**src/jse_pkg.sv**
```systemverilog
// ============================================================================
// jse_pkg
// Shared types, constants and helper functions of the JSON string escaper.
// ============================================================================
`default_nettype none

package jse_pkg;

    localparam int MAX_UTF8_LEN = 4;
    localparam int MAX_RESULTS  = 9;
    localparam int GROUP_MAX    = 6;
    localparam int COUNT_W      = $clog2(MAX_RESULTS + 1);
    localparam int PADDR_W      = 3;

    localparam logic [15:0] CAP_RESET = 16'd256;
    localparam logic [0:0]  REG_OUT_CAPACITY = 1'b0;

    localparam logic [1:0] ST_DATA     = 2'd0;
    localparam logic [1:0] ST_DONE     = 2'd1;
    localparam logic [1:0] ST_OVERFLOW = 2'd2;

    typedef struct packed {
        logic [7:0] in_byte;
        logic       end_of_string;
    } in_item_t;

    typedef struct packed {
        logic [7:0] out_byte;
        logic [1:0] status;
        logic       run_last;
    } out_item_t;

    typedef struct packed {
        logic [7:0] out_byte;
        logic [1:0] status;
    } res_t;

    typedef struct packed {
        logic [COUNT_W-1:0]         count;
        res_t [MAX_RESULTS-1:0]     ent;
    } burst_t;

    // second byte of a short escape, zero when the byte has none
    function automatic logic [7:0] esc_second(input logic [7:0] c);
        logic [7:0] r;
        r = 8'h00;
        case (c)
            8'h22:   r = 8'h22;
            8'h5C:   r = 8'h5C;
            8'h08:   r = 8'h62;
            8'h0C:   r = 8'h66;
            8'h0A:   r = 8'h6E;
            8'h0D:   r = 8'h72;
            8'h09:   r = 8'h74;
            default: r = 8'h00;
        endcase
        return r;
    endfunction

    function automatic logic [7:0] hex_digit(input logic [3:0] v);
        return (v < 4'd10) ? (8'h30 + {4'h0, v}) : (8'h37 + {4'h0, v});
    endfunction

    // length of a UTF-8 pattern started by c, zero when c is no lead byte
    function automatic logic [2:0] lead_len(input logic [7:0] c);
        logic [2:0] r;
        r = 3'd0;
        if ((c & 8'hE0) == 8'hC0) begin
            r = 3'd2;
        end else if ((c & 8'hF0) == 8'hE0) begin
            r = 3'd3;
        end else if ((c & 8'hF8) == 8'hF0) begin
            r = 3'd4;
        end
        return r;
    endfunction

endpackage

`default_nettype wire

```
**src/jse_apb_regs.sv**
```systemverilog
// ============================================================================
// jse_apb_regs
// APB register file holding the output buffer capacity.
// ============================================================================
`default_nettype none

module jse_apb_regs (
    input  wire logic                        aclk,
    input  wire logic                        aresetn,
    input  wire logic                        psel,
    input  wire logic                        penable,
    input  wire logic                        pwrite,
    input  wire logic [jse_pkg::PADDR_W-1:0] paddr,
    input  wire logic [31:0]                 pwdata,
    output logic      [31:0]                 prdata,
    output logic                             pready,
    output logic      [15:0]                 cap
);

    logic [15:0] cap_reg;
    logic        hit;

    assign pready = 1'b1;
    assign hit    = (paddr[2] == jse_pkg::REG_OUT_CAPACITY);
    assign cap    = cap_reg;

    always_ff @(posedge aclk) begin
        if (!aresetn) begin
            cap_reg <= jse_pkg::CAP_RESET;
        end else if (psel && penable && pwrite && pready && hit) begin
            cap_reg <= pwdata[15:0];
        end
    end

    always_comb begin
        prdata = 32'h0;
        if (hit) begin
            prdata = {16'h0, cap_reg};
        end
    end

endmodule

`default_nettype wire

```
**src/jse_escape.sv**
```systemverilog
// ============================================================================
// jse_escape
// Escape logic and string state: turns one request into a burst of results.
// ============================================================================
`default_nettype none

module jse_escape (
    input  wire logic              aclk,
    input  wire logic              aresetn,
    input  wire logic              accept,
    input  wire jse_pkg::in_item_t item,
    input  wire logic [15:0]       cap,
    output jse_pkg::burst_t        burst
);

    logic [15:0] wc_reg, wc_next;
    logic [2:0]  hc_reg, hc_next;
    logic [2:0]  el_reg, el_next;
    logic        err_reg, err_next;
    logic [7:0]  held_reg  [jse_pkg::MAX_UTF8_LEN];
    logic [7:0]  held_next [jse_pkg::MAX_UTF8_LEN];

    logic        avail_ok;
    logic [15:0] avail;
    logic        ok_v [jse_pkg::MAX_RESULTS+1];
    logic [2:0]  fit;
    logic [7:0]  c;
    logic        is_cont;
    logic [7:0]  second;
    logic [2:0]  llen;
    logic [2:0]  glen;
    jse_pkg::res_t gbytes [jse_pkg::GROUP_MAX];
    jse_pkg::res_t tail   [jse_pkg::GROUP_MAX];
    logic [2:0]  pre_n;
    logic [2:0]  tail_n;
    logic [3:0]  need;
    logic [15:0] base;
    jse_pkg::res_t err_res;

    assign c        = item.in_byte;
    assign is_cont  = (c & 8'hC0) == 8'h80;
    assign avail_ok = cap > wc_reg;
    assign avail    = cap - wc_reg - 16'd1;
    assign err_res  = {8'h00, jse_pkg::ST_OVERFLOW};
    assign second   = jse_pkg::esc_second(c);
    assign llen     = jse_pkg::lead_len(c);

    always_comb begin
        for (int i = 0; i <= jse_pkg::MAX_RESULTS; i++) begin
            ok_v[i] = avail_ok && (avail >= 16'(i));
        end
        if (!avail_ok) begin
            fit = 3'd0;
        end else if (avail >= 16'(hc_reg)) begin
            fit = hc_reg;
        end else begin
            fit = avail[2:0];
        end
    end

    // escaped form of a byte that is not a lead byte
    always_comb begin
        for (int i = 0; i < jse_pkg::GROUP_MAX; i++) begin
            gbytes[i] = '0;
        end
        if (second != 8'h00) begin
            glen      = 3'd2;
            gbytes[0] = {8'h5C, jse_pkg::ST_DATA};
            gbytes[1] = {second, jse_pkg::ST_DATA};
        end else if (c < 8'h20) begin
            glen      = 3'd6;
            gbytes[0] = {8'h5C, jse_pkg::ST_DATA};
            gbytes[1] = {8'h75, jse_pkg::ST_DATA};
            gbytes[2] = {8'h30, jse_pkg::ST_DATA};
            gbytes[3] = {8'h30, jse_pkg::ST_DATA};
            gbytes[4] = {jse_pkg::hex_digit(c[7:4]), jse_pkg::ST_DATA};
            gbytes[5] = {jse_pkg::hex_digit(c[3:0]), jse_pkg::ST_DATA};
        end else begin
            glen      = 3'd1;
            gbytes[0] = {c, jse_pkg::ST_DATA};
        end
    end

    always_comb begin
        wc_next  = wc_reg;
        hc_next  = hc_reg;
        el_next  = el_reg;
        err_next = err_reg;
        for (int i = 0; i < jse_pkg::MAX_UTF8_LEN; i++) begin
            held_next[i] = held_reg[i];
        end
        for (int i = 0; i < jse_pkg::GROUP_MAX; i++) begin
            tail[i] = '0;
        end
        pre_n  = 3'd0;
        tail_n = 3'd0;
        need   = 4'd0;
        base   = wc_reg;

        if (item.end_of_string) begin
            tail_n = 3'd1;
            if (err_reg) begin
                tail[0] = err_res;
            end else begin
                pre_n   = fit;
                tail[0] = ok_v[hc_reg] ? {8'h00, jse_pkg::ST_DONE} : err_res;
            end
            wc_next  = 16'd0;
            hc_next  = 3'd0;
            el_next  = 3'd0;
            err_next = 1'b0;
        end else if (!err_reg) begin
            if (hc_reg != 3'd0 && is_cont) begin
                need = 4'(hc_reg) + 4'd1;
                if (need >= 4'(el_reg)) begin
                    hc_next = 3'd0;
                    el_next = 3'd0;
                    tail_n  = 3'd1;
                    if (ok_v[need]) begin
                        pre_n   = hc_reg;
                        tail[0] = {c, jse_pkg::ST_DATA};
                        wc_next = wc_reg + 16'(need);
                    end else begin
                        tail[0]  = err_res;
                        err_next = 1'b1;
                    end
                end else begin
                    held_next[hc_reg[1:0]] = c;
                    hc_next = hc_reg + 3'd1;
                end
            end else if (fit != hc_reg) begin
                // held bytes do not all fit
                pre_n    = fit;
                tail[0]  = err_res;
                tail_n   = 3'd1;
                err_next = 1'b1;
                hc_next  = 3'd0;
                el_next  = 3'd0;
                wc_next  = wc_reg + 16'(fit);
            end else begin
                pre_n   = hc_reg;
                hc_next = 3'd0;
                el_next = 3'd0;
                base    = wc_reg + 16'(hc_reg);
                wc_next = base;
                if (second == 8'h00 && c >= 8'h20 && llen != 3'd0) begin
                    held_next[0] = c;
                    hc_next      = 3'd1;
                    el_next      = llen;
                end else begin
                    need = 4'(hc_reg) + 4'(glen);
                    if (ok_v[need]) begin
                        for (int i = 0; i < jse_pkg::GROUP_MAX; i++) begin
                            tail[i] = gbytes[i];
                        end
                        tail_n  = glen;
                        wc_next = base + 16'(glen);
                    end else begin
                        tail[0]  = err_res;
                        tail_n   = 3'd1;
                        err_next = 1'b1;
                    end
                end
            end
        end
    end

    // held bytes first, then the tail group
    always_comb begin
        logic [3:0] j;
        j = 4'd0;
        burst.count = jse_pkg::COUNT_W'(4'(pre_n) + 4'(tail_n));
        for (int p = 0; p < jse_pkg::MAX_RESULTS; p++) begin
            burst.ent[p] = '0;
            j = 4'(p) - 4'(pre_n);
            if (4'(p) < 4'(pre_n)) begin
                burst.ent[p] = {held_reg[2'(p)], jse_pkg::ST_DATA};
            end else if (j < 4'(jse_pkg::GROUP_MAX)) begin
                burst.ent[p] = tail[j[2:0]];
            end
        end
    end

    always_ff @(posedge aclk) begin
        if (!aresetn) begin
            wc_reg  <= 16'd0;
            hc_reg  <= 3'd0;
            el_reg  <= 3'd0;
            err_reg <= 1'b0;
        end else if (accept) begin
            wc_reg  <= wc_next;
            hc_reg  <= hc_next;
            el_reg  <= el_next;
            err_reg <= err_next;
        end
    end

    always_ff @(posedge aclk) begin
        if (accept) begin
            for (int i = 0; i < jse_pkg::MAX_UTF8_LEN; i++) begin
                held_reg[i] <= held_next[i];
            end
        end
    end

    a_held_below_max: assert property (@(posedge aclk) disable iff (!aresetn)
        hc_reg < 3'(jse_pkg::MAX_UTF8_LEN))
        else $error("held count reached a full sequence without release");

    a_held_short: assert property (@(posedge aclk) disable iff (!aresetn)
        hc_reg != 3'd0 |-> el_reg > hc_reg)
        else $error("held count not below expected length");

    a_err_no_hold: assert property (@(posedge aclk) disable iff (!aresetn)
        err_reg |-> hc_reg == 3'd0)
        else $error("bytes held while error latched");

    a_eos_clears: assert property (@(posedge aclk) disable iff (!aresetn)
        accept && item.end_of_string |=> wc_reg == 16'd0 && !err_reg)
        else $error("terminator did not clear string state");

endmodule

`default_nettype wire

```
**src/jse_emit.sv**
```systemverilog
// ============================================================================
// jse_emit
// Result buffer: holds one burst, gives one result per cycle while m_ready.
// ============================================================================
`default_nettype none

module jse_emit (
    input  wire logic            aclk,
    input  wire logic            aresetn,
    input  wire logic            load,
    input  wire jse_pkg::burst_t burst,
    output logic                 can_load,
    output logic                 m_valid,
    input  wire logic            m_ready,
    output jse_pkg::out_item_t   m_data
);

    logic [jse_pkg::COUNT_W-1:0]  cnt_reg;
    logic [jse_pkg::COUNT_W-1:0]  idx_reg;
    jse_pkg::res_t [jse_pkg::MAX_RESULTS-1:0] ent_reg;
    logic                         last;

    assign m_valid  = idx_reg != cnt_reg;
    assign last     = idx_reg == (cnt_reg - jse_pkg::COUNT_W'(1));
    assign can_load = !m_valid || (last && m_ready);

    always_comb begin
        m_data = '0;
        if (m_valid) begin
            m_data.out_byte = ent_reg[idx_reg].out_byte;
            m_data.status   = ent_reg[idx_reg].status;
            m_data.run_last = last;
        end
    end

    always_ff @(posedge aclk) begin
        if (!aresetn) begin
            cnt_reg <= '0;
            idx_reg <= '0;
        end else if (load) begin
            cnt_reg <= burst.count;
            idx_reg <= '0;
        end else if (m_valid && m_ready) begin
            idx_reg <= idx_reg + jse_pkg::COUNT_W'(1);
        end
    end

    always_ff @(posedge aclk) begin
        if (load) begin
            ent_reg <= burst.ent;
        end
    end

    a_idx_in_range: assert property (@(posedge aclk) disable iff (!aresetn)
        idx_reg <= cnt_reg && cnt_reg <= jse_pkg::COUNT_W'(jse_pkg::MAX_RESULTS))
        else $error("result index beyond burst");

    a_load_when_free: assert property (@(posedge aclk) disable iff (!aresetn)
        load |-> can_load)
        else $error("burst loaded over pending results");

    a_last_pops: assert property (@(posedge aclk) disable iff (!aresetn)
        m_valid && m_ready && last && !load |=> !m_valid)
        else $error("burst did not end after last result");

endmodule

`default_nettype wire

```
**src/json_string_escaper.sv**
```systemverilog
// ============================================================================
// json_string_escaper
// Streaming JSON string escaper with capacity check and UTF-8 grouping.
// ============================================================================
// Latency: the first result of a request appears the cycle after it is taken.
// Throughput: one request per cycle while each gives at most one result and
//   m_ready is high; one giving more (up to 9) holds s_ready low while the
//   result buffer drains them, one result per cycle while m_ready is high.
// Reset: clears the written count, held-byte count and error; capacity goes to 256.
`default_nettype none

module json_string_escaper (
    input  wire logic                        aclk,
    input  wire logic                        aresetn,
    input  wire logic                        s_valid,
    output logic                             s_ready,
    input  wire jse_pkg::in_item_t           s_data,
    output logic                             m_valid,
    input  wire logic                        m_ready,
    output jse_pkg::out_item_t               m_data,
    input  wire logic                        psel,
    input  wire logic                        penable,
    input  wire logic                        pwrite,
    input  wire logic [jse_pkg::PADDR_W-1:0] paddr,
    input  wire logic [31:0]                 pwdata,
    output logic      [31:0]                 prdata,
    output logic                             pready
);

    logic            accept;
    logic            can_load;
    logic [15:0]     cap;
    jse_pkg::burst_t burst;

    assign s_ready = can_load;
    assign accept  = s_valid && s_ready;

    jse_apb_regs u_regs (
        .aclk    (aclk),
        .aresetn (aresetn),
        .psel    (psel),
        .penable (penable),
        .pwrite  (pwrite),
        .paddr   (paddr),
        .pwdata  (pwdata),
        .prdata  (prdata),
        .pready  (pready),
        .cap     (cap)
    );

    jse_escape u_escape (
        .aclk    (aclk),
        .aresetn (aresetn),
        .accept  (accept),
        .item    (s_data),
        .cap     (cap),
        .burst   (burst)
    );

    jse_emit u_emit (
        .aclk     (aclk),
        .aresetn  (aresetn),
        .load     (accept),
        .burst    (burst),
        .can_load (can_load),
        .m_valid  (m_valid),
        .m_ready  (m_ready),
        .m_data   (m_data)
    );

endmodule

`default_nettype wire

```
**config.mk**
```make
export PLATFORM = sky130hd
export DESIGN_NAME = json_string_escaper
export DESIGN_NICKNAME = d
export VERILOG_FILES = /design/src/jse_pkg.sv /design/src/jse_apb_regs.sv /design/src/jse_escape.sv /design/src/jse_emit.sv /design/src/json_string_escaper.sv
export SDC_FILE = /design/constraint.sdc
export NUM_CORES = 1
export LEC_CHECK = 0
export BUFFER_PORTS_ARGS = -buffer_cell sky130_fd_sc_hd__buf_2
export CORE_ASPECT_RATIO = 1.2
export CORE_UTILIZATION = 61
export DETAILED_ROUTE_END_ITERATION = 8
export PLACE_DENSITY = 0.85
export SKIP_LAST_GASP = 1
export SYNTH_ARGS = -nofsm -noshare
export SYNTH_HDL_FRONTEND = slang
export SYNTH_SLANG_ARGS = --single-unit
```
**constraint.sdc**
```tcl
create_clock -name aclk -period 6.97 [get_ports aclk]
set_clock_uncertainty 0.2 [all_clocks]
set_input_delay 1.394 -clock aclk [delete_from_list [all_inputs] [get_ports aclk]]
set_output_delay 1.394 -clock aclk [all_outputs]
set_load 0.02 [all_outputs]
```
# Word-level counts from Yosys, hierarchy flattened
# Memories as Yosys holds them, arrays and structs flattened.
# Cells that the tools add are included.
[totals]
in_bits = 51
regBits = 137
mem_count = 1
output_inout_bits = 46
ram_bits = 32
[mem_list]
columns = ["name", "words", "word_bits", "read_ports", "rd_ports_with_merged_regs", "wr", "line_no", "text"]
rows = [
  ["u_escape.held_reg", 4, 8, 4, 0, 4, "jse_escape.sv:20", "logic [7:0] held_reg [jse_pkg::MAX_UTF8_LEN];"],
]
[classes]
addsub = 25
magnitude_cmp = 49
muxes = 139
eq_ne = 17
bitwise = 23
reduce_logical = 38
[ops]
columns = ["cell", "count"]
rows = [
  ["two-way mux 10 bit", 43],
  ["binary-select mux 10 bit (select 3 bit)", 9],
  ["two-way mux 50 bit", 5],
  ["two-way mux 16 bit", 9],
  ["two-way mux 60 bit", 2],
  ["two-way mux 32 bit", 3],
  ["two-way mux 3 bit", 31],
  ["greater-or-equal comparator 16 x 3 -> 1 bit, second input constant", 4],
  ["two-way mux 49 bit", 1],
  ["one-hot mux 7 bit (7 select lines)", 1],
  ["adder 16 x 3 -> 16 bit", 3],
  ["two-way mux 8 bit", 6],
  ["binary-select mux 10 bit (select 4 bit)", 1],
  ["== test 8 x 4 -> 1 bit, second input constant", 5],
  ["two-way mux 40 bit", 1],
  ["NOT 3 -> 4 bit", 10],
  ["greater-or-equal comparator 4 bit, second input constant", 9],
  ["< comparator 4 x 3 -> 1 bit, second input constant", 9],
  ["bitwise mux 32 bit", 1],
  ["greater-or-equal comparator 16 x 1 -> 1 bit, second input constant", 2],
  ["greater-or-equal comparator 16 x 2 -> 1 bit, second input constant", 2],
  ["greater-or-equal comparator 16 x 4 -> 1 bit, second input constant", 2],
  ["adder 6 x 4 -> 7 bit, first input constant", 4],
  ["two-way mux 24 bit", 1],
  ["other kinds (57)", 127],
]

# Longest topological paths before layout
# Gate-level depths: netlist of run 1.
[logic_depth]
ltp_word = 20
mapped_depth = 25
ltp_nobuf = 25

# By module
# A second synthesis of run 1 with hierarchy kept.
[unflattened]
hier_cells = 1513
hier_area_um2 = 13334.0
[modules_own_cells]
columns = ["module", "cells_per_inst", "seq_area_each_um2", "area_per_inst_um2", "instances"]
rows = [
  ["jse_escape", 1161, 1421.4, 8340.5, 1],
  ["jse_emit", 245, 2862.7, 4075.2, 1],
  ["jse_apb_regs", 106, 320.3, 912.1, 1],
  ["json_string_escaper", 1, 0.0, 6.3, 1],
]

# Worst setup path before layout of run 1
# OpenSTA, ideal clock, no wires.
[synth_timing]
path_kind = "input to register"
start = "input s_data[8] in the netlist's numbering"
end = "register u_emit.ent_reg[77] in the netlist's numbering, data pin"
path_buffers = 1
setup_time_ns = 0.152
stages = 20
arrival_ns = 5.418
slack_ns = 1.200
path_cell_list = "clkbuf_1 > nor2_1 > and3_1 > o21ai_0 > nand4_1 > or2_2 > inv_1 > ha_1 > fa_1 > nor2_1 > o21ai_0 > o21ai_0 > a221oi_1 > nand4_1 > a32oi_2 > nor4_2 > nand2_1 > mux2_4 > or3_1 > a31oi_1"
[synth_via]
elab_chain_cells = 18
[synth_rtl]
columns = ["element", "line_no", "text"]
rows = [
  ["start, declared", "json_string_escaper.sv:17", "input wire jse_pkg::in_item_t s_data,"],
  ["== test 8 x 4 -> 1 bit, or another cell as far along", "jse_pkg.sv:47", "case (c)"],
  ["one-hot mux 7 bit (7 select lines)", "jse_pkg.sv:47", ""],
  ["nonzero test 8 bit", "jse_escape.sv:66", "if (second != 8'h00) begin"],
  ["two-way mux 3 bit", "jse_escape.sv:66", ""],
  ["adder 3 x 3 -> 4 bit", "jse_escape.sv:151", "need = 4'(hc_reg) + 4'(glen);"],
  ["NOT 4 -> 5 bit (not written as such)", "jse_escape.sv:152", "if (ok_v[need]) begin"],
  ["binary-select mux 1 bit (select 4 bit)", "jse_escape.sv:152", ""],
  ["two-way mux 1 bit (not written as such) (2 in series)", "jse_escape.sv:152", ""],
  ["two-way mux 50 bit or two-way mux 10 bit (tied branches)", "jse_escape.sv:152", ""],
  ["two-way mux 60 bit", "jse_escape.sv:146", "if (second == 8'h00 && c >= 8'h20 && llen != 3'd0) begin"],
  ["two-way mux 50 bit or two-way mux 10 bit (tied branches)", "jse_escape.sv:131", "end else if (fit != hc_reg) begin"],
  ["two-way mux 50 bit or two-way mux 10 bit (tied branches)", "jse_escape.sv:113", "if (hc_reg != 3'd0 && is_cont) begin"],
  ["two-way mux 60 bit", "jse_escape.sv:112", "end else if (!err_reg) begin"],
  ["two-way mux 50 bit or two-way mux 10 bit (tied branches)", "jse_escape.sv:100", "if (item.end_of_string) begin"],
  ["binary-select mux 10 bit (select 3 bit)", "jse_escape.sv:179", "burst.ent[p] = tail[j[2:0]];"],
  ["two-way mux 10 bit (not written as such) (2 in series)", "jse_escape.sv:179", ""],
  ["end signal, assigned", "jse_emit.sv:50", "ent_reg <= burst.ent;"],
  ["end, declared", "jse_emit.sv:20", "jse_pkg::res_t [jse_pkg::MAX_RESULTS-1:0] ent_reg;"],
]
# Several ways; a longest one is shown, not always the timed one. The select of a mux whose other input is x is not followed.
# A chain may end at the register's enable or synchronous reset.

==> metrics.md, run 1 <==
| Metric | Value |
|---|---|
| Area added between synthesis and finish | 8.62% |
| Most frequent standard cell in the layout excluding fill and tap cells | sky130_fd_sc_hd__nand2_1 |
| Setup Total Neg Slack | 0 ns |
| Drt first-iter violations | 1,432 |
| Sw Ratio | 40.1% |
| Number of warnings printed during yosys synthesis | 0 |
| Initial standard-cell utilization of the core | 62.3% |
| Post-CTS sizing | 0 |
| Sw Pwr | 1650 uW |
| Internal Pwr Total | 2460 uW |
| Share of the clock period used by the worst path | 91.1% |
| Layout fillers | 1,616 |
| Clock insertion delay at the later pin of the skew report | 0.45 ns |
| Cell type with the highest aggregate area in the netlist | sky130_fd_sc_hd__edfxtp_1 |
| Highest fanout seen on the critical path | 9 |
| Hold Fails Final Rpt | 0 |
| Fraction of post-synthesis cell area in the top cell type by area | 28.9% |
| Leak Pwr | 0.00513 uW |
| Smallest hold slack | 0.277 ns |
| Synth top area cells | sky130_fd_sc_hd__edfxtp_1 29%, sky130_fd_sc_hd__dfxtp_1 7.4%, sky130_fd_sc_hd__ha_1 6.6%, sky130_fd_sc_hd__nand2_1 4.5%, sky130_fd_sc_hd__a21oi_1 4.2% |
| Number of vias after detailed routing | 11,400 |
| Nature of the critical path startpoint | input port |
| Fraction of layout instances using a drive strength above 1 | 13.5% |
| Clock Tree Buf Depth | 2 |
| Pin count of the biggest net entering global routing | 51 |
| Unique cell type count in the Yosys netlist | 98 |
| Num rows | 57 |
| Register bit total from synthesis | 169 |
| Reg2Reg Depth | 16 |
| Number of design rule violations left after detail routing | 0 |
| Maximum vdd drop | 0.293 mV |
| Grt ovf | 0 |
| Highest-count cells in the layout ignoring fill and taps | 151 x sky130_fd_sc_hd__nand2_1, 128 x sky130_fd_sc_hd__nor2_1, 122 x sky130_fd_sc_hd__edfxtp_1, 106 x sky130_fd_sc_hd__a21oi_1, 75 x sky130_fd_sc_hd__inv_1 |
| Unrepaired setup endpoints after global routing | no |
| Flip-flop count of the largest register after layout | 90 |
| Clock edge transition at the registers on the reported setup and hold paths | 0.08 ns |
| Average wire length per cell after detail routing | 21.8 um |
| Number of enable flip-flop cells after synthesis | 122 |
| Fraction of the yosys area taken by sequential cells | 36.4% |
| Worst Path Arrival | 6.33 ns |
| DR pass1 iterations | 6 |
| Final layout net count | 1,564 |
| Initial antenna violation count | 0 |
| Combinational power share | 39.0% |
| Port Buffer Count | 61 |
| Critical Setup Path Class | input port to register |
| Post-layout instance count excluding filler cells | 1,717 |
| Overall routed net length | 37.4 mm |
| Clock network fraction of total power | 24.0% |
| Status | finished clean |
| Number of maximum-capacitance constraint violations | 0 |
| Final Setup Violations | 0 |
| DIE WIDTH | 134 um |
| Die Y-Extent | 160 um |
| Hold-critical path depth | 2 |
| Synthesized area | 12,700 sq um |
| Total Power | 4110 uW |
| Hold-fix buffers, CTS | 0 |
| Worst slew margin | 22.6% |
| Slew Viols, Final | 0 |
| Per-instance average area after synthesis | 9.00 sq um |
| Clock H-tree levels | 4 |
| Data required, critical path | 6.95 ns |
| First-pass GRT wire length | 58.0 mm |
| Hold crit path type | register to register |
| Overall routing resource usage | 35.5% |
| Number of CTS-inserted buffers | 17 |
| IO Count | 97 |
| Number of instances in the synthesized netlist | 1,406 |
| Die area | 21,300 sq um |
| Post-detail-place hpwl | 27.9 mm |
| Least-Margin Pin Slew | 1.16 ns |
| Placeable core region | 20,300 sq um |
| Minimum period implied by the final worst setup slack | 6.35 ns |
| Num Clock Sinks | 169 |
| Final RePlAce weighted congestion | 0.984 |
| Via count of the first global-routing pass | 11,100 |
| Number of antenna cells inserted | 0 |
| Power share of the sequential group | 37.0% |
| Top flip-flop cell by instance count after synthesis | sky130_fd_sc_hd__edfxtp_1 |
| Clock tree from TritonCTS | done |
| Clk Tree Root Cell | sky130_fd_sc_hd__clkbuf_16 |
| Total power per unit cell area | 299 nW/um^2 |
| Number of antenna-violating nets in the routed design | 0 |
| Number of vias per cell | 6.63 |
| Number of cells after detailed placement | 1,685 |
| FFs w/ async S/R, synth | 0% |
| Post-CTS setup buffer count | 0 |
| Endpoint kind of the worst setup timing path | register |
| Highest attainable clock frequency | 157 MHz |
cell usage after synthesis (15+ instances only):
master,instances
sky130_fd_sc_hd__inv_1,75
sky130_fd_sc_hd__nand4_1,16
sky130_fd_sc_hd__mux2i_1,38
sky130_fd_sc_hd__a21o_1,18
sky130_fd_sc_hd__mux4_2,20
sky130_fd_sc_hd__nand2_1,151
sky130_fd_sc_hd__ha_1,67
sky130_fd_sc_hd__dfxtp_1,47
sky130_fd_sc_hd__xnor2_1,32
sky130_fd_sc_hd__nand3_1,35
sky130_fd_sc_hd__nor4_1,15
sky130_fd_sc_hd__edfxtp_1,122
sky130_fd_sc_hd__a21oi_1,106
sky130_fd_sc_hd__o21ai_0,74
sky130_fd_sc_hd__buf_4,22
sky130_fd_sc_hd__nor2_1,128
sky130_fd_sc_hd__clkbuf_1,50
sky130_fd_sc_hd__nor3_1,34
sky130_fd_sc_hd__nor2b_1,27
per-stage QoR:
stage | utilization [%] | setup WS [ns] | cell area (sq um)
finish | 67.7 | 0.620 | 13800
global route | 67.7 | 0.289 | 13800
CTS | 67.7 | 0.714 | 13800
detailed placement | 64.6 | 0.269 | 13100
global placement | 64.6 | 0.422 | 13100
floorplan | - | 1.20 | 12700
cell families (layout without fill, tap and decap cells):
group,count (synthesis),count (layout),share of synthesized area [%]
buffers and inverters,175,206,6.10
AO/OA/AOI/OAI,373,373,19.9
adder cells (fa/ha/maj),74,74,7.73
other,2,17,0.0593
XOR/XNOR,41,41,2.84
AND/OR/NAND/NOR,508,508,19.8
flip-flops,169,169,36.4
multiplexers,64,64,7.15
power groups by stage:
stage	logic [uW]	clock network [uW]	registers (uW)
after floorplan	1160	0	1510
after global placement	1530	0	1520
after detailed placement	1570	0	1540
after CTS	1580	981	1520
after global routing	1730	1020	1550
final	1600	989	1520
path summary, 6_finish.rpt:
check	start	to	slack (ns)
max	s_data[6]	u_emit.ent_reg[34]	0.62
min	u_regs.cap[13]	u_regs.cap[13]	0.28
max reg2reg	u_escape.wc_reg[1]	u_emit.ent_reg[56]	0.85
min reg2reg	u_regs.cap[13]	u_regs.cap[13]	0.28
critical path: stages:
cell	delay [ns]
sky130_fd_sc_hd__buf_2	0.18
sky130_fd_sc_hd__inv_1	0.16
sky130_fd_sc_hd__ha_1	0.16
sky130_fd_sc_hd__and4b_1	0.19
sky130_fd_sc_hd__nand3_1	0.20
sky130_fd_sc_hd__nand4_1	0.25
sky130_fd_sc_hd__or2_2	0.26
sky130_fd_sc_hd__inv_1	0.15
sky130_fd_sc_hd__ha_1	0.26
sky130_fd_sc_hd__fa_1	0.58
sky130_fd_sc_hd__nor2_1	0.06
sky130_fd_sc_hd__o21ai_0	0.20
sky130_fd_sc_hd__o21ai_0	0.11
sky130_fd_sc_hd__a221oi_1	0.25
sky130_fd_sc_hd__nand4_1	0.22
sky130_fd_sc_hd__a32oi_2	0.40
sky130_fd_sc_hd__nor4_2	0.09
sky130_fd_sc_hd__buf_4	0.19
sky130_fd_sc_hd__o22ai_1	0.38
sky130_fd_sc_hd__nor2_1	0.08
sky130_fd_sc_hd__a31oi_1	0.37
sky130_fd_sc_hd__o21ai_0	0.18
routing by layer:
layer  share of wire (%)  GRT usage (%)
met5                   0              0
met4                 6.2           21.5
met1                  37           39.1
met3                 6.9           5.87
met2                  50           63.6
layout make-up:
type / count / area, sq um / share of cell area [%]
Sequential cell: 169 / 4600 / 33.5
Inverter: 80 / 304 / 2.21
Clock buffer: 17 / 425 / 3.09
Clock inverter: 15 / 193 / 1.40
Tap cell: 265 / 332 / 2.41
Timing Repair Buffer: 94 / 553 / 4.02
Multi-Input combinational cell: 1077 / 7340 / 53.4
Note: power is estimated with default switching activity, not from simulation.
==> inputs of run 2 (changes only) <==
Settings changed: ABC_AREA from default to 1, CAP_MARGIN from default to 20.
==> run 2 against run 1 <==
  * Worst setup slack better by 0.046 ns
  * Sequential share of layout area is 1.4 points lower
  * Fmax is 0.73% higher
  * Total power is 39% higher
  * Cell count is 28% higher
  * Die area is 5.1% higher
  * Non-clock buffer count is 14 lower
  * Largest power group unchanged
  * Global-route usage is 3.3 points higher
  * Critical path type unchanged
  * Synthesized cell count is 34% higher
  * Critical path depth is 6 higher
==> metrics.md, run 2 <==
| Metric | Value |
|---|---|
| Register bit total from synthesis | 169 (unchanged) |
| Data required, critical path | 7.06 ns (was 6.95 ns) |
| FFs w/ async S/R, synth | 0% (unchanged) |
| Gr busiest metal | met2 (unchanged) |
| Initial standard-cell utilization of the core | 62.8% (was 62.3%) |
| Post-synthesis simple-gate area fraction | 31.1% (was 19.8%) |
| Fraction of synthesized area in multiplexers | 1.28% (was 7.15%) |
| Setup Total Neg Slack | 0 ns (unchanged) |
| Per-instance average area after synthesis | 7.04 sq um (was 9.00 sq um) |
| Die area | 22,400 sq um (was 21,300 sq um) |
| Drt first-iter violations | 1,483 (was 1,432) |
| Post-CTS sizing | 0 (unchanged) |
| Hold-fix buffers, CTS | 0 (unchanged) |
| Main combinational cell family by area after synthesis | simple AND/OR/NAND/NOR gates (was compound AO/OA/AOI/OAI gates) |
| Final instance area | 14,400 sq um (was 13,800 sq um) |
| Overall routing resource usage | 38.8% (was 35.5%) |
| Number of enable flip-flop cells after synthesis | 122 (unchanged) |
| Num rows | 58 (was 57) |
| Highest attainable clock frequency | 159 MHz (was 157 MHz) |
| Number of vias per cell | 6.08 (was 6.63) |
| Worst slew margin | 32.6% (was 22.6%) |
| Number of antenna-violating nets in the routed design | 0 (unchanged) |
| Number of maximum-capacitance constraint violations | 0 (unchanged) |
| Global Route met3 Usage | 7.13% (was 5.87%) |
| Most frequent standard cell in the layout excluding fill and tap cells | sky130_fd_sc_hd__nand2_1 (unchanged) |
| Final Setup Violations | 0 (unchanged) |
| Total power per unit cell area | 398 nW/um^2 (was 299 nW/um^2) |
| Least-Margin Pin Slew | 1.01 ns (was 1.16 ns) |
| First-pass GRT wire length | 65.4 mm (was 58.0 mm) |
| Pin count of the biggest net entering global routing | 84 (was 51) |
| Port Buffer Count | 61 (unchanged) |
| Hold Fails Final Rpt | 0 (unchanged) |
| Leak Pwr | 0.00643 uW (was 0.00513 uW) |
| Overall routed net length | 42.4 mm (was 37.4 mm) |
| Final layout net count | 2,044 (was 1,564) |
| Status | finished clean (unchanged) |
| Clock H-tree levels | 4 (unchanged) |
| Fraction of the yosys area taken by sequential cells | 34.6% (was 36.4%) |
| Via count of the first global-routing pass | 12,600 (was 11,100) |
| Leading cell type by number of instances after synthesis | sky130_fd_sc_hd__nand2_1 (unchanged) |
| Synthesized area | 13,300 sq um (was 12,700 sq um) |
| Synth top area cells | sky130_fd_sc_hd__edfxtp_1 28%, sky130_fd_sc_hd__nand2_1 14%, sky130_fd_sc_hd__dfxtp_1 7.1%, sky130_fd_sc_hd__ha_1 6.3%, sky130_fd_sc_hd__nand3_1 6.1% (was sky130_fd_sc_hd__edfxtp_1 29%, sky130_fd_sc_hd__dfxtp_1 7.4%, sky130_fd_sc_hd__ha_1 6.6%, sky130_fd_sc_hd__nand2_1 4.5%, sky130_fd_sc_hd__a21oi_1 4.2%) |
| Highest fanout seen on the critical path | 7 (was 9) |
| Post-detail-place hpwl | 32.1 mm (was 27.9 mm) |
| Minimum period implied by the final worst setup slack | 6.30 ns (was 6.35 ns) |
| Fraction of layout instances using a drive strength above 1 | 8.39% (was 13.5%) |
| Met2 Resource Use GR | 68.3% (was 63.6%) |
| Clock Tree Buf Depth | 2 (unchanged) |
| Clock insertion delay at the later pin of the skew report | 0.45 ns (about the same) |
| Unique cell type count in the Yosys netlist | 56 (was 98) |
| Number of CTS-inserted buffers | 17 (unchanged) |
| Number of instances in the synthesized netlist | 1,891 (was 1,406) |
| Slew Viols, Final | 0 (unchanged) |
| Post-CTS setup buffer count | 0 (unchanged) |
| DR pass1 iterations | 6 (unchanged) |
| Placeable core region | 21,200 sq um (was 20,300 sq um) |
| Met1 Usage GRT | 40.5% (was 39.1%) |
| Initial antenna violation count | 1 (was 0) |
| Cell type with the highest aggregate area in the netlist | sky130_fd_sc_hd__edfxtp_1 (unchanged) |
| Complex-gate fraction of the synthesized area | 13.1% (was 19.9%) |
| Die Y-Extent | 164 um (was 160 um) |
| Clk Tree Root Cell | sky130_fd_sc_hd__clkbuf_16 (unchanged) |
| Average wire length per cell after detail routing | 19.2 um (was 21.8 um) |
| Clock edge transition at the registers on the reported setup and hold paths | 0.07 ns (was 0.08 ns) |
| Number of vias after detailed routing | 13,400 (was 11,400) |
| Endpoint kind of the worst setup timing path | register (unchanged) |
| Area added between synthesis and finish | 7.99% (was 8.62%) |
| Number of design rule violations left after detail routing | 0 (unchanged) |
| Final RePlAce weighted congestion | 1.03 (was 0.984) |
| Maximum vdd drop | 0.248 mV (was 0.293 mV) |
| Number of warnings printed during yosys synthesis | 0 (unchanged) |
| Num Clock Sinks | 169 (unchanged) |
| Placed standard-cell area | 13,700 sq um (was 13,100 sq um) |
| Clock tree from TritonCTS | done (unchanged) |
| Grt ovf | 0 (unchanged) |
| Top flip-flop cell by instance count after synthesis | sky130_fd_sc_hd__edfxtp_1 (unchanged) |
| Flip-flop count of the largest register after layout | 90 (unchanged) |
| Hold crit path type | register to register (unchanged) |
| Highest-count cells in the layout ignoring fill and taps | 505 x sky130_fd_sc_hd__nand2_1, 209 x sky130_fd_sc_hd__inv_1, 187 x sky130_fd_sc_hd__nor2_1, 162 x sky130_fd_sc_hd__nand3_1, 122 x sky130_fd_sc_hd__edfxtp_1 (was 151 x sky130_fd_sc_hd__nand2_1, 128 x sky130_fd_sc_hd__nor2_1, 122 x sky130_fd_sc_hd__edfxtp_1, 106 x sky130_fd_sc_hd__a21oi_1, 75 x sky130_fd_sc_hd__inv_1) |
| Share of the clock period used by the worst path | 90.4% (was 91.1%) |
| Critical Setup Path Class | input port to register (unchanged) |
| Fraction of post-synthesis cell area in the top cell type by area | 27.5% (was 28.9%) |
| Synthesized-area fraction occupied by xor and xnor cells | 2.95% (was 2.84%) |
| DIE WIDTH | 137 um (was 134 um) |
| Commonest cells post-synth | 505 x sky130_fd_sc_hd__nand2_1, 210 x sky130_fd_sc_hd__inv_1, 187 x sky130_fd_sc_hd__nor2_1 (was 151 x sky130_fd_sc_hd__nand2_1, 128 x sky130_fd_sc_hd__nor2_1, 122 x sky130_fd_sc_hd__edfxtp_1) |
| Worst Path Arrival | 6.39 ns (was 6.33 ns) |
| Unrepaired setup endpoints after global routing | no (unchanged) |
| IO Count | 97 (unchanged) |
| Synthesized-area fraction occupied by adder cells | 7.35% (was 7.73%) |
| Nature of the critical path startpoint | input port (unchanged) |
## run 2: changes by cell type after synthesis, moves of 14 or more
cell,change
sky130_fd_sc_hd__o21ai_0,+29
sky130_fd_sc_hd__a21oi_1,+15
sky130_fd_sc_hd__mux2i_1,-21
sky130_fd_sc_hd__nor2_1,+59
sky130_fd_sc_hd__xor2_1,+28
sky130_fd_sc_hd__nand2b_1,-14
sky130_fd_sc_hd__nor2b_1,-27
sky130_fd_sc_hd__nand3_1,+127
sky130_fd_sc_hd__inv_1,+135
sky130_fd_sc_hd__mux4_2,-20
sky130_fd_sc_hd__xnor2_1,-26
sky130_fd_sc_hd__nand2_1,+354
sky130_fd_sc_hd__a21o_1,-18
## run 2: final timing paths
kind              cells after the start                start  slack, ns                   to
setup reg to reg                     25   u_escape.wc_reg[4]       0.79   u_emit.ent_reg[23]
setup / recovery                     28            s_data[2]       0.67    u_emit.cnt_reg[2]
hold reg to reg                       2  u_escape.wc_reg[14]       0.28  u_escape.wc_reg[14]
hold / removal                        2  u_escape.wc_reg[14]       0.28  u_escape.wc_reg[14]
## run 2: per-layer routing
| layer | part of all wire, % | vias up |
|---|---|---|
| met5 | 0 | - |
| met4 | 8.7 | 0 |
| met3 | 8.5 | 239 |
| met2 | 49 | 813 |
| met1 | 34 | 6028 |
| li1 | - | 6323 |
## run 2: logic make-up after synthesis
| logic type | count (synthesis) |
|---|---|
| compound gates | 308 |
| xor+xnor | 44 |
| fa+ha+maj | 74 |
| buf+inv | 316 |
| flops | 169 |
| mux | 17 |
| other cells | 2 |
| simple gates | 961 |
## run 2: power by group
group / total, uW / switching (uW) / internal [uW]
combinational: 3020 / 2180 / 842
clock: 1030 / 476 / 551
sequential: 1680 / 162 / 1510
total: 5730 / 2820 / 2910
## run 2: cell type report
type,count,area [sq um]
timing repair buffer,80,448
multi-input combinational,1421,7490
antenna,1,2.50
tap,270,338
clock buffer,17,425
fill,1807,6820
clock inverter,15,199
sequential,169,4610
inverter,230,865
## run 2: per-stage QoR
step	setup slack, ns	std cells	total power, uW	hold slack [ns]	utilization, %
final	0.666	2203	5730	0.284	67.8
after global routing	0.299	2203	6060	0.312	67.8
after CTS	0.987	2202	5620	0.280	67.8
after detailed placement	0.564	2170	4590	0.267	64.9
after global placement	0.664	2170	4510	0.258	64.9
after floorplan	0.673	1906	3750	0.249	-
## run 2: critical path, stage by stage
cell and delay, ns:
sky130_fd_sc_hd__buf_2 0.17, sky130_fd_sc_hd__inv_1 0.14, sky130_fd_sc_hd__ha_1 0.21, sky130_fd_sc_hd__inv_1 0.08
sky130_fd_sc_hd__nor3_1 0.08, sky130_fd_sc_hd__o21ai_0 0.21, sky130_fd_sc_hd__nand2_1 0.11, sky130_fd_sc_hd__nor2_1 0.23
sky130_fd_sc_hd__nand2_1 0.20, sky130_fd_sc_hd__nor2_1 0.27, sky130_fd_sc_hd__buf_4 0.22, sky130_fd_sc_hd__inv_1 0.16
sky130_fd_sc_hd__fa_1 0.62, sky130_fd_sc_hd__nand2_1 0.07, sky130_fd_sc_hd__inv_1 0.06, sky130_fd_sc_hd__a21oi_1 0.06
sky130_fd_sc_hd__nand2_1 0.07, sky130_fd_sc_hd__nand3_1 0.09, sky130_fd_sc_hd__nand2_1 0.25, sky130_fd_sc_hd__nor2_1 0.09
sky130_fd_sc_hd__nand2_1 0.07, sky130_fd_sc_hd__nand2_1 0.05, sky130_fd_sc_hd__a31oi_1 0.54, sky130_fd_sc_hd__ha_1 0.29
sky130_fd_sc_hd__inv_1 0.06, sky130_fd_sc_hd__fa_1 0.38, sky130_fd_sc_hd__xor2_1 0.15, sky130_fd_sc_hd__a21oi_1 0.08
